**src/rtl/core/itrd_pkg.sv**
```systemverilog
// Shared constants, beat types and controller interface types for the radix digit formatter.
`default_nettype none
package itrd_pkg;

	localparam int MAX_SYMBOLS = 128;
	localparam int MAX_DIGITS  = 32;
	localparam int DATA_W      = 32;
	localparam int SYM_W       = 8;

	localparam int IDX_W = $clog2(MAX_SYMBOLS);
	localparam int LEN_W = $clog2(MAX_SYMBOLS + 1);
	localparam int DIG_W = IDX_W;
	localparam int REM_W = IDX_W;
	localparam int CNT_W = $clog2(MAX_DIGITS + 1);
	localparam int SP_W  = $clog2(MAX_DIGITS);
	localparam int BIT_W = $clog2(DATA_W);

	localparam logic [SYM_W-1:0] SYM_PLUS    = 8'h2B;
	localparam logic [SYM_W-1:0] SYM_MINUS   = 8'h2D;
	localparam logic [SYM_W-1:0] SYM_PERCENT = 8'h25;
	localparam logic [SYM_W-1:0] SYM_SLASH   = 8'h2F;
	localparam logic [SYM_W-1:0] SYM_STAR    = 8'h2A;
	localparam logic [SYM_W-1:0] SYM_EQUAL   = 8'h3D;
	localparam logic [SYM_W-1:0] SYM_COMMA   = 8'h2C;
	localparam logic [SYM_W-1:0] SYM_DOT     = 8'h2E;
	localparam logic [SYM_W-1:0] SYM_LOW     = 8'd33;
	localparam logic [SYM_W-1:0] SYM_HIGH    = 8'd126;

	typedef enum logic [1:0] {
		OP_CLEAR   = 2'd0,
		OP_APPEND  = 2'd1,
		OP_CONVERT = 2'd2
	} op_t;

	typedef struct packed {
		logic [1:0]               op;
		logic [SYM_W-1:0]         symbol_in;
		logic signed [DATA_W-1:0] number;
	} item_t;

	typedef struct packed {
		logic [SYM_W-1:0] symbol_out;
		logic             last;
		logic             error;
	} result_t;

	typedef enum logic [3:0] {
		ST_IDLE,
		ST_SCAN_RD,
		ST_SCAN_CMP,
		ST_WRITE,
		ST_ERR,
		ST_DIV,
		ST_PUSH,
		ST_SIGN,
		ST_POP,
		ST_LOOKUP,
		ST_EMIT
	} state_t;

	typedef struct packed {
		logic take;
		logic scan_read;
		logic scan_cmp;
		logic write_sym;
		logic div_step;
		logic push;
		logic pop;
		logic lookup;
		logic load_sign;
		logic load_digit;
		logic load_err;
	} cmd_t;

	typedef struct packed {
		logic full;
		logic len_zero;
		logic invalid;
		logic neg;
		logic scan_last;
		logic bit_last;
		logic mag_zero;
		logic count_zero;
		logic out_free;
	} sts_t;

endpackage
`default_nettype wire

```
**src/rtl/core/itrd_ram.sv**
```systemverilog
// Generic single-write, single-read RAM with a registered read port.
`default_nettype none
module itrd_ram #(
	parameter int WIDTH = 8,
	parameter int DEPTH = 32,
	localparam int AW = $clog2(DEPTH)
) (
	input  wire logic             clk,
	input  wire logic             we,
	input  wire logic [AW-1:0]    waddr,
	input  wire logic [WIDTH-1:0] wdata,
	input  wire logic             re,
	input  wire logic [AW-1:0]    raddr,
	output logic      [WIDTH-1:0] rdata
);

	logic [WIDTH-1:0] mem [DEPTH];

	always_ff @(posedge clk) begin
		if (we) begin
			mem[waddr] <= wdata;
		end
		if (re) begin
			rdata <= mem[raddr];
		end
	end

endmodule
`default_nettype wire

```
**src/rtl/core/itrd_ctrl.sv**
```systemverilog
// Sequencing state machine for alphabet loading, digit division and symbol output.
`default_nettype none
module itrd_ctrl import itrd_pkg::*; (
	input  wire logic       clk,
	input  wire logic       arst_n,
	input  wire logic       item_valid,
	input  wire logic [1:0] item_op,
	input  wire sts_t       sts,
	output logic            item_stall,
	output cmd_t            cmd
);

	state_t state_q;
	state_t state_d;

	always_ff @(posedge clk or negedge arst_n) begin
		if (!arst_n) begin
			state_q <= ST_IDLE;
		end else begin
			state_q <= state_d;
		end
	end

	always_comb begin
		state_d = state_q;
		unique case (state_q)
			ST_IDLE: begin
				if (item_valid) begin
					unique case (item_op)
						OP_APPEND: begin
							if (sts.full) begin
								state_d = ST_IDLE;
							end else if (sts.len_zero) begin
								state_d = ST_WRITE;
							end else begin
								state_d = ST_SCAN_RD;
							end
						end
						OP_CONVERT: begin
							state_d = sts.invalid ? ST_ERR : ST_DIV;
						end
						default: begin
							state_d = ST_IDLE;
						end
					endcase
				end
			end
			ST_SCAN_RD:  state_d = ST_SCAN_CMP;
			ST_SCAN_CMP: state_d = sts.scan_last ? ST_WRITE : ST_SCAN_RD;
			ST_WRITE:    state_d = ST_IDLE;
			ST_ERR:      state_d = sts.out_free ? ST_IDLE : ST_ERR;
			ST_DIV:      state_d = sts.bit_last ? ST_PUSH : ST_DIV;
			ST_PUSH: begin
				if (!sts.mag_zero) begin
					state_d = ST_DIV;
				end else begin
					state_d = sts.neg ? ST_SIGN : ST_POP;
				end
			end
			ST_SIGN:   state_d = sts.out_free ? ST_POP : ST_SIGN;
			ST_POP:    state_d = ST_LOOKUP;
			ST_LOOKUP: state_d = ST_EMIT;
			ST_EMIT: begin
				if (sts.out_free) begin
					state_d = sts.count_zero ? ST_IDLE : ST_POP;
				end
			end
			default: state_d = ST_IDLE;
		endcase
	end

	always_comb begin
		cmd        = '0;
		item_stall = (state_q != ST_IDLE);
		unique case (state_q)
			ST_IDLE:     cmd.take       = item_valid;
			ST_SCAN_RD:  cmd.scan_read  = 1'b1;
			ST_SCAN_CMP: cmd.scan_cmp   = 1'b1;
			ST_WRITE:    cmd.write_sym  = 1'b1;
			ST_ERR:      cmd.load_err   = sts.out_free;
			ST_DIV:      cmd.div_step   = 1'b1;
			ST_PUSH:     cmd.push       = 1'b1;
			ST_SIGN:     cmd.load_sign  = sts.out_free;
			ST_POP:      cmd.pop        = 1'b1;
			ST_LOOKUP:   cmd.lookup     = 1'b1;
			ST_EMIT:     cmd.load_digit = sts.out_free;
			default:     cmd            = '0;
		endcase
	end

endmodule
`default_nettype wire

```
**src/rtl/core/itrd_dp.sv**
```systemverilog
// Datapath: alphabet store, restoring divider, digit stack and output register.
`default_nettype none
module itrd_dp import itrd_pkg::*; (
	input  wire logic  clk,
	input  wire logic  arst_n,
	input  wire item_t item,
	input  wire logic  result_stall,
	input  wire cmd_t  cmd,
	output sts_t       sts,
	output result_t    result,
	output logic       result_valid
);

	logic [LEN_W-1:0]  len_q;
	logic              bad_q;
	logic [SYM_W-1:0]  sym_q;
	logic [IDX_W-1:0]  idx_q;
	logic              neg_q;
	logic [DATA_W-1:0] mag_q;
	logic [REM_W-1:0]  rem_q;
	logic [BIT_W-1:0]  bitcnt_q;
	logic [CNT_W-1:0]  count_q;
	result_t           result_q;
	logic              result_valid_q;

	logic [DATA_W-1:0] num_u;
	logic [DATA_W-1:0] num_mag;
	logic [REM_W:0]    trial;
	logic [REM_W:0]    diff;
	logic              q_bit;
	logic [REM_W-1:0]  rem_next;
	logic [CNT_W-1:0]  pop_ptr;
	logic              stack_room;
	logic              forbidden;

	logic [SYM_W-1:0]  alpha_rdata;
	logic [IDX_W-1:0]  alpha_raddr;
	logic [DIG_W-1:0]  stack_rdata;

	function automatic logic symbol_forbidden(input logic [SYM_W-1:0] s);
		return (s < SYM_LOW) || (s > SYM_HIGH) || (s == SYM_PLUS) || (s == SYM_MINUS) ||
			(s == SYM_PERCENT) || (s == SYM_SLASH) || (s == SYM_STAR) ||
			(s == SYM_EQUAL) || (s == SYM_COMMA) || (s == SYM_DOT);
	endfunction

	assign num_u     = DATA_W'(unsigned'(item.number));
	assign num_mag   = item.number[DATA_W-1] ? (~num_u + DATA_W'(1)) : num_u;
	assign forbidden = symbol_forbidden(item.symbol_in);

	// One restoring division step: shift the next dividend bit into the remainder.
	assign trial    = {rem_q, mag_q[DATA_W-1]};
	assign q_bit    = (trial >= (REM_W+1)'(len_q));
	assign diff     = trial - (REM_W+1)'(len_q);
	assign rem_next = q_bit ? diff[REM_W-1:0] : trial[REM_W-1:0];

	assign pop_ptr    = count_q - CNT_W'(1);
	assign stack_room = (count_q < CNT_W'(MAX_DIGITS));
	assign alpha_raddr = cmd.lookup ? stack_rdata : idx_q;

	itrd_ram #(
		.WIDTH(SYM_W),
		.DEPTH(MAX_SYMBOLS)
	) u_alpha (
		.clk  (clk),
		.we   (cmd.write_sym),
		.waddr(len_q[IDX_W-1:0]),
		.wdata(sym_q),
		.re   (cmd.scan_read | cmd.lookup),
		.raddr(alpha_raddr),
		.rdata(alpha_rdata)
	);

	itrd_ram #(
		.WIDTH(DIG_W),
		.DEPTH(MAX_DIGITS)
	) u_stack (
		.clk  (clk),
		.we   (cmd.push & stack_room),
		.waddr(count_q[SP_W-1:0]),
		.wdata(rem_q[DIG_W-1:0]),
		.re   (cmd.pop),
		.raddr(pop_ptr[SP_W-1:0]),
		.rdata(stack_rdata)
	);

	always_ff @(posedge clk or negedge arst_n) begin
		if (!arst_n) begin
			len_q          <= '0;
			bad_q          <= 1'b0;
			result_valid_q <= 1'b0;
		end else begin
			if (cmd.take) begin
				case (item.op)
					OP_CLEAR: begin
						len_q <= '0;
						bad_q <= 1'b0;
					end
					OP_APPEND: begin
						if (sts.full || forbidden) begin
							bad_q <= 1'b1;
						end
					end
					default: ;
				endcase
			end
			if (cmd.scan_cmp && (alpha_rdata == sym_q)) begin
				bad_q <= 1'b1;
			end
			if (cmd.write_sym) begin
				len_q <= len_q + LEN_W'(1);
			end
			if (cmd.load_sign || cmd.load_digit || cmd.load_err) begin
				result_valid_q <= 1'b1;
			end else if (!result_stall) begin
				result_valid_q <= 1'b0;
			end
		end
	end

	always_ff @(posedge clk) begin
		if (cmd.take) begin
			sym_q    <= item.symbol_in;
			idx_q    <= '0;
			neg_q    <= item.number[DATA_W-1];
			mag_q    <= num_mag;
			rem_q    <= '0;
			bitcnt_q <= BIT_W'(DATA_W - 1);
			count_q  <= '0;
		end
		if (cmd.scan_cmp) begin
			idx_q <= idx_q + IDX_W'(1);
		end
		if (cmd.div_step) begin
			mag_q    <= {mag_q[DATA_W-2:0], q_bit};
			rem_q    <= rem_next;
			bitcnt_q <= bitcnt_q - BIT_W'(1);
		end
		if (cmd.push) begin
			if (stack_room) begin
				count_q <= count_q + CNT_W'(1);
			end
			rem_q    <= '0;
			bitcnt_q <= BIT_W'(DATA_W - 1);
		end
		if (cmd.pop) begin
			count_q <= pop_ptr;
		end
		if (cmd.load_sign) begin
			result_q <= '{symbol_out: SYM_MINUS, last: 1'b0, error: 1'b0};
		end else if (cmd.load_digit) begin
			result_q <= '{symbol_out: alpha_rdata, last: (count_q == '0), error: 1'b0};
		end else if (cmd.load_err) begin
			result_q <= '{symbol_out: '0, last: 1'b1, error: 1'b1};
		end
	end

	always_comb begin
		sts.full       = (len_q >= LEN_W'(MAX_SYMBOLS));
		sts.len_zero   = (len_q == '0);
		sts.invalid    = bad_q || (len_q < LEN_W'(2));
		sts.neg        = neg_q;
		sts.scan_last  = ((LEN_W'(idx_q) + LEN_W'(1)) == len_q);
		sts.bit_last   = (bitcnt_q == '0);
		sts.mag_zero   = (mag_q == '0);
		sts.count_zero = (count_q == '0);
		sts.out_free   = !result_valid_q || !result_stall;
	end

	assign result       = result_q;
	assign result_valid = result_valid_q;

endmodule
`default_nettype wire

```
**src/rtl/core/integer_to_radix_digits.sv**
```systemverilog
// Top level of the radix digit formatter: controller, datapath and port checks.
//
// Items arrive on the item channel (item_valid / item_stall); each beat carries an op,
// a symbol byte and a signed 32-bit number. Clear finishes in the cycle it is taken.
// Append scans the stored alphabet for a duplicate through its single read port, a
// read step and a compare step per stored symbol, then writes unless it is full.
// Convert divides the magnitude by the radix with a bit-serial restoring divider, a
// divide step per dividend bit and a push of the remainder per digit, then emits
// each symbol through pop, lookup and emit steps. Results leave one character per
// beat on the result channel (result_valid / result_stall), most significant first,
// with '-' ahead of a negative number and last set on the final beat. An invalid
// alphabet gives one beat with error and last set. The output register holds a beat
// while result_stall is high, and the sign, digit and error output steps wait on it;
// the next item is taken as soon as the last beat is loaded. Reset empties the
// alphabet and clears the output valid flag; no clearing pass.
`default_nettype none
module integer_to_radix_digits import itrd_pkg::*; (
	input  wire logic    clk,
	input  wire logic    arst_n,
	input  wire logic    item_valid,
	output logic         item_stall,
	input  wire item_t   item,
	output logic         result_valid,
	input  wire logic    result_stall,
	output result_t      result
);

	cmd_t cmd;
	sts_t sts;

	itrd_ctrl u_ctrl (
		.clk       (clk),
		.arst_n    (arst_n),
		.item_valid(item_valid),
		.item_op   (item.op),
		.sts       (sts),
		.item_stall(item_stall),
		.cmd       (cmd)
	);

	itrd_dp u_dp (
		.clk         (clk),
		.arst_n      (arst_n),
		.item        (item),
		.result_stall(result_stall),
		.cmd         (cmd),
		.sts         (sts),
		.result      (result),
		.result_valid(result_valid)
	);

	// An error beat is always a lone, zero-symbol final beat.
	a_error_beat: assert property (@(posedge clk) disable iff (!arst_n)
		(result_valid && result.error) |-> (result.last && (result.symbol_out == '0)))
		else $error("error beat without last or with a nonzero symbol");

	// A good alphabet never holds '-', so a sign beat is never the final beat.
	a_sign_not_last: assert property (@(posedge clk) disable iff (!arst_n)
		(result_valid && !result.error && (result.symbol_out == SYM_MINUS)) |-> !result.last)
		else $error("sign beat marked last");

	// A convert always occupies the block for at least the following cycle.
	a_convert_busy: assert property (@(posedge clk) disable iff (!arst_n)
		(item_valid && !item_stall && (item.op == OP_CONVERT)) |=> item_stall)
		else $error("convert accepted without going busy");

	// A clear finishes in the cycle it is taken.
	a_clear_done: assert property (@(posedge clk) disable iff (!arst_n)
		(item_valid && !item_stall && (item.op == OP_CLEAR)) |=> !item_stall)
		else $error("clear left the block busy");

endmodule
`default_nettype wire

```
**config.mk**
```make
export PLATFORM = sky130hd
export DESIGN_NAME = integer_to_radix_digits
export DESIGN_NICKNAME = d
export VERILOG_FILES = /design/src/rtl/core/itrd_pkg.sv /design/src/rtl/core/itrd_ram.sv /design/src/rtl/core/itrd_ctrl.sv /design/src/rtl/core/itrd_dp.sv /design/src/rtl/core/integer_to_radix_digits.sv
export SDC_FILE = /design/constraint.sdc
export NUM_CORES = 2
export LEC_CHECK = 0
export ABC_AREA = 1
export ABC_CLOCK_PERIOD_IN_PS = 4520
export BUFFER_PORTS_ARGS = -buffer_cell sky130_fd_sc_hd__buf_2
export CAP_MARGIN = 5
export CORE_ASPECT_RATIO = 1.1
export CORE_MARGIN = 2
export CORE_UTILIZATION = 50
export CTS_CLUSTER_DIAMETER = 80
export DETAILED_ROUTE_END_ITERATION = 8
export GPL_ROUTABILITY_DRIVEN = 0
export GPL_TIMING_DRIVEN = 0
export HOLD_SLACK_MARGIN = 0.03
export PLACE_DENSITY = 0.76
export REMOVE_ABC_BUFFERS = 1
export SYNTH_ARGS = -nofsm -noshare
export SYNTH_HDL_FRONTEND = slang
export SYNTH_HIERARCHICAL = 1
export SYNTH_SLANG_ARGS = --single-unit
```
**constraint.sdc**
```tcl
create_clock -name clk -period 4.52 [get_ports clk]
set_input_delay 0 -clock clk [delete_from_list [all_inputs] [get_ports clk]]
set_output_delay 0 -clock clk [all_outputs]
set_load 0.03 [all_outputs]
```
# Word-level counts from Yosys, hierarchy flattened
# Memories as Yosys holds them, arrays and structs flattened. A register that Yosys moved wholly into a read port is not among the register bits.
# Index checks and enable logic that the tools add are counted.
# op_classes
magnitude_cmp	6
add_sub_neg	8
n_mux	54
div_mod_pow	0
n_reduce_logical	35
shift	0
n_bitwise	3
mul	0
eq_ne	26
# ops
op	n
$mux W32	3
$eq A8 B6 Y1 const B	8
$pmux W4 S10	1
$mux W7	5
$add A32 B1 Y32 const B	1
$logic_not A32 Y1	1
$not A32 Y32	1
$mux W4	7
$mux W6	4
$mux W8	3
$mux W1	21
$mux W10	2
$eq A4 B3 Y1 const B	4
$eq A8 B8 Y1	2
$logic_or A1 B1 Y1	14
$eq A4 B4 Y1 const B	3
$reduce_bool A2 Y1	6
$mux W5	2
$add A7 B1 Y8 const B	1
$add A8 B1 Y8 const B	1
$eq A4 B2 Y1 const B	2
$ge A8 B8 Y1	1
$ge A8 B8 Y1 const B	1
$gt A8 B7 Y1 const B	1
other kinds (32)	37
# word_totals
mem_bits_ro	0
wordCells	148
latch_bits	0
inputBits	46
n_memories	2
register_bits	90
mem_bits_rw	1248
# mem_list
name	depth	word_bits	read_ports	rd_clocked_by_memory_dff	wr	line	source
u_dp.u_alpha.mem	128	8	1	1	1	itrd_ram.sv:17	logic [WIDTH-1:0] mem [DEPTH];
u_dp.u_stack.mem	32	7	1	1	1	itrd_ram.sv:17	

# Longest topological paths before layout
# depth
depth_word	15
mapped_depth	20

# By module
# The synthesis kept the hierarchy.
# by_module_without_submodules
module	instances	seq_area_each_um2	area_each_um2	cells_each
itrd_ram at u_dp.u_alpha	1	30989.7	42184.2	3575
itrd_ram at u_dp.u_stack	1	6936.7	9486.6	813
itrd_dp	1	2252.2	5586.6	776
itrd_ctrl	1	100.1	520.5	94

# Worst setup path after synthesis
# OpenSTA, ideal clock, no wires.
# synth_path
kind	register to register
from	register u_ctrl.state_q[2]
to	register u_dp.mag_q[0] (enable)
setup_slack_ns	1.844
path_stages_with_launch	6
n_path_buf	0
t_required_ns	4.133
synth_period_minus_slack_ns	2.676
arrival_time_ns	2.289
path_cell_list	dfrtp_1 > nor2_2 > nand2_2 > nor2_1 > nor2_2 > inv_1
# synth_rtl
item	line	source
start: declaration	itrd_ctrl.sv:13	state_t state_q;
start signal: assignment	itrd_ctrl.sv:20	state_q <= state_d;
end signal: assignment	itrd_dp.sv:125	mag_q <= num_mag;
end signal: assignment	itrd_dp.sv:134	mag_q <= {mag_q[DATA_W-2:0], q_bit};
end: declaration	itrd_dp.sv:19	logic [DATA_W-1:0] mag_q;

==> flow_summary.json <==
{
  "run_status": "finished with violations",
  "violations": "max-capacitance violations",
  "synth_area_per_cell_um2": 11.0,
  "timing.final.crit_period_ps": 4490,
  "yosysSeqAreaShare_pct": 69.7,
  "finalCritPeriodShare_pct": 99.4,
  "leakagePower_nw": 23.8,
  "clock.fmax_ghz": 0.223,
  "detail_route.wl_per_cell_um": 20.9,
  "first_iter_violations": 5616,
  "fraction_of_final_layout_cells_with_drive_strength_greater_than_1_pct": 7.15,
  "cp_cell_sequence": "inv_1 > nand2_2 > nor2_4 > nand2_1 > o21ai_4 > buf_12 > buf_12 > buf_12 > inv_16 > clkbuf_16 > nand2_1 > nand3_1 > nand3_1 > nand3_1 > nand2_1 > nand2_1 > nand3_1 > nand2_1 > nand2_1 > nand2_1",
  "net-switching-power_mw": 14.9,
  "detailroute.via_count": 40800,
  "layout-area-overhead-vs-synth_pct": 13.3,
  "intPower_mw": 25.0,
  "min-delay-path-class": "in2reg",
  "synth_top_cell_by_area": "sky130_fd_sc_hd__edfxtp_1",
  "critical_path.most_common_cell": "sky130_fd_sc_hd__nand2_1",
  "grt_pass1_wl_um": 218000,
  "setup_viol": 0,
  "cts-root-to-sink-buffers": 3,
  "postRouteWirelength_um": 145000,
  "share_clk_of_total_power_pct": 25.8,
  "die_width_um": 328,
  "die_boundary_height_um": 361,
  "number_of_flops_mapped_to_enable_cells_by_yosys": 1311,
  "reg2reg_depth": 20,
  "hold_viol_final": 0,
  "placedInstanceArea_um2": 60400,
  "pin_count_of_the_biggest_net_entering_global_routing": 203,
  "detail_route.drc_violations": 0,
  "number_of_top_level_pins": 58,
  "worst_clock_skew_ps": 42.4,
  "final_design_area_no_fill_um2": 65500,
  "crit_fanout": 150,
  "critical-path-slowest-cell": "sky130_fd_sc_hd__dfrtp_1",
  "synth-warning-count": 6,
  "global_route.usage.total_pct": 23.7,
  "slew_violations": 0,
  "clock_latency_ps": 740,
  "worst_setup_hold_path_clk_slew_ps": 70,
  "dieArea_um2": 118000,
  "grt.overflow.total": 0,
  "antenna_found_initial": 1,
  "fin_nets": 5389,
  "critical_path_class": "reg2reg",
  "numPortBuffers": 57,
  "yosysMostFrequentCell": "sky130_fd_sc_hd__nand2_1",
  "timing.critical_path.arrival_ps": 4920,
  "rsz0062_at_grt": "false",
  "synth_seq_cells": 1353,
  "numClockSinks": 1353,
  "antenna_cells": 0,
  "critPathCaptureType": "flip-flop",
  "synth_ff_type": "sky130_fd_sc_hd__edfxtp_1",
  "ant_nets": 0,
  "post-dp-hpwl_um": 87600,
  "sequentialPowerShare_pct": 38.1,
  "post_synth_inst_count": 5258,
  "grt_pass1_vias": 39000,
  "via_per_inst": 5.88,
  "synth_area_leaders": "sky130_fd_sc_hd__edfxtp_1 68%, sky130_fd_sc_hd__nand2_1 11%, sky130_fd_sc_hd__nand3_1 10%",
  "netlist_top_cells_count": "1770 x sky130_fd_sc_hd__nand2_1, 1311 x sky130_fd_sc_hd__edfxtp_1, 1189 x sky130_fd_sc_hd__nand3_1",
  "synth.top_cell.area_share_pct": 68.1,
  "asyncSetResetFlopFracSynth_pct": 1.03,
  "num_rows": 130,
  "ctsRootBufferMaster": "sky130_fd_sc_hd__clkbuf_16",
  "cts_tree": "done",
  "final_standard_cell_utilization_of_the_core_pct": 57.3,
  "power_switching_share_pct": 37.4,
  "fp.coreArea_um2": 114000,
  "cts-htree-levels": 3,
  "hold_depth": 2,
  "worst_path_largest_cell_delay_ps": 440,
  "vdd.ir_drop.worst_uv": 474,
  "floorplan.initialDensity_pct": 50.5,
  "mappedNetlistArea_um2": 57800,
  "detail_route.first_pass.iterations": 7,
  "cellPowerDensity_nw_per_um2": 609,
  "netlist-cell-type-count": 47,
  "setup.worst_path.start_class": "flip-flop",
  "comb_power_share_pct": 36.1,
  "maxSlewHeadroom_pct": 1.08,
  "timing.critical_path.required_ps": 4950,
  "cts_made_buffers": 118,
  "final.fill_count": 8616,
  "tightestPinTransition_ps": 1480,
  "drv_cap": 1
}
[metal layers]
metal  track usage (%)  vias up  part of all wire (%)
met4              10.7        2                   4.3
met2              39.2     2432                    48
met3              3.74      405                    10
met1              30.9    19600                    37
met5                 0        -                 0.014
li1                  -    18400                     -
[registers in the layout, indices dropped and copies added (netlist names)]
name	flops
u_ctrl/state_q	4
u_dp/u_alpha/rdata	8
u_dp/u_stack/mem	224
u_dp/mag_q	32
u_dp/result_valid	1
u_dp/neg_q	1
u_dp/count_q	6
u_dp/idx_q	7
u_dp/u_stack/rdata	7
u_dp/result	10
u_dp/rem_q	7
u_dp/bad_q	1
u_dp/len_q	8
u_dp/sym_q	8
u_dp/u_alpha/mem	1024
u_dp/bitcnt_q	5
[power groups by stage]
stage | combinational [mW] | sequential, mW | clock (mW)
5_1_grt | 15.5 | 15.2 | 10.8
3_3_place_gp | 8.24 | 16.2 | 0
4_1_cts | 13.8 | 15.2 | 10.4
2_1_floorplan | 6.92 | 15.7 | 0
6_report | 14.4 | 15.2 | 10.3
3_5_place_dp | 13.6 | 15.4 | 0
[critical path, delay by kind of cell (launching register included)]
family	cells	cell delay [ps]
AOI/OAI and AO/OA	1	260
and+or+nand+nor	13	1750
buffers and inverters	6	1430
DFF	1	440
[kinds of logic after synthesis]
family | share of synthesized area, %
AOI/OAI and AO/OA | 0.979
and+or+nand+nor | 24.5
DFF | 69.7
adders and majority gates | 0.468
buffers and inverters | 4.00
xor gates and xnor gates | 0.333
[placed cells by master, fill, tap and decap left out, types with 7 or more instances in the layout]
cell type	instances
sky130_fd_sc_hd__nor2_1	275
sky130_fd_sc_hd__clkbuf_16	123
sky130_fd_sc_hd__clkinv_1	25
sky130_fd_sc_hd__dlygate4sd3_1	86
sky130_fd_sc_hd__ha_1	20
sky130_fd_sc_hd__inv_1	140
sky130_fd_sc_hd__dfrtp_1	14
sky130_fd_sc_hd__nor4_1	10
sky130_fd_sc_hd__dfxtp_1	21
sky130_fd_sc_hd__nand2_1	1769
sky130_fd_sc_hd__edfxtp_1	1311
sky130_fd_sc_hd__nor3_1	21
sky130_fd_sc_hd__buf_2	57
sky130_fd_sc_hd__clkbuf_1	18
sky130_fd_sc_hd__nand3_1	1189
sky130_fd_sc_hd__nand4_1	17
sky130_fd_sc_hd__o21ai_0	42
sky130_fd_sc_hd__dfxtp_2	7
sky130_fd_sc_hd__clkinv_2	24
sky130_fd_sc_hd__buf_12	26
sky130_fd_sc_hd__bufinv_16	15
sky130_fd_sc_hd__clkinvlp_4	10
sky130_fd_sc_hd__buf_16	58
sky130_fd_sc_hd__nand2_2	7
sky130_fd_sc_hd__xor2_1	15
sky130_fd_sc_hd__a21oi_1	32
[worst paths after layout]
path	to	slack, ps	startpoint
min in group asynchronous	u_dp/result_valid	400	arst_n
max reg2reg	u_dp/u_alpha/rdata[7]	30	u_ctrl/state_q[1]
min	u_dp/sym_q[4]	90	item[36]
min reg2reg	u_dp/result[8]	470	u_dp/result[8]
max	u_dp/u_alpha/rdata[7]	30	u_ctrl/state_q[1]
max in group asynchronous	u_dp/len_q[6]	3680	arst_n
[area by class of cell]
cell class	instances	area (µm²)	area share, %
flip-flops and latches	1353	40300	61.5
repair buffers	240	3440	5.25
inverters	151	612	0.934
clock inverters	82	860	1.31
well taps	1518	1900	2.90
multi-input cells	3458	15300	23.3
clock buffers	141	3110	4.75
[timing repair]
action | 4_1_cts | 5_1_grt
setup endpoints to repair | 8 | 8
hold buffers | 86 | 0
endpoints found under the hold margin | 88 | 0
resized for setup | 2 | 1
buffers inserted | 2 | 3
pin swaps | 1 | 1
gates cloned | 0 | 5
[metrics by stage]
step | TNS, ps | std cells | power, mW | hold WS, ps | setup slack, ps
3_5_place_dp | -4610 | 6621 | 29.1 | -82.5 | -593
2_1_floorplan | -304060 | 4962 | 22.6 | -296 | -37570
3_3_place_gp | -643800 | 6537 | 24.4 | -82.7 | -77000
6_report | 0 | 6943 | 39.9 | 86.0 | 27.8
5_1_grt | 0 | 6943 | 41.5 | 61.5 | 23.5
4_1_cts | 0 | 6932 | 39.4 | 51.3 | 49.2
Power figures use the tool's default switching activity.
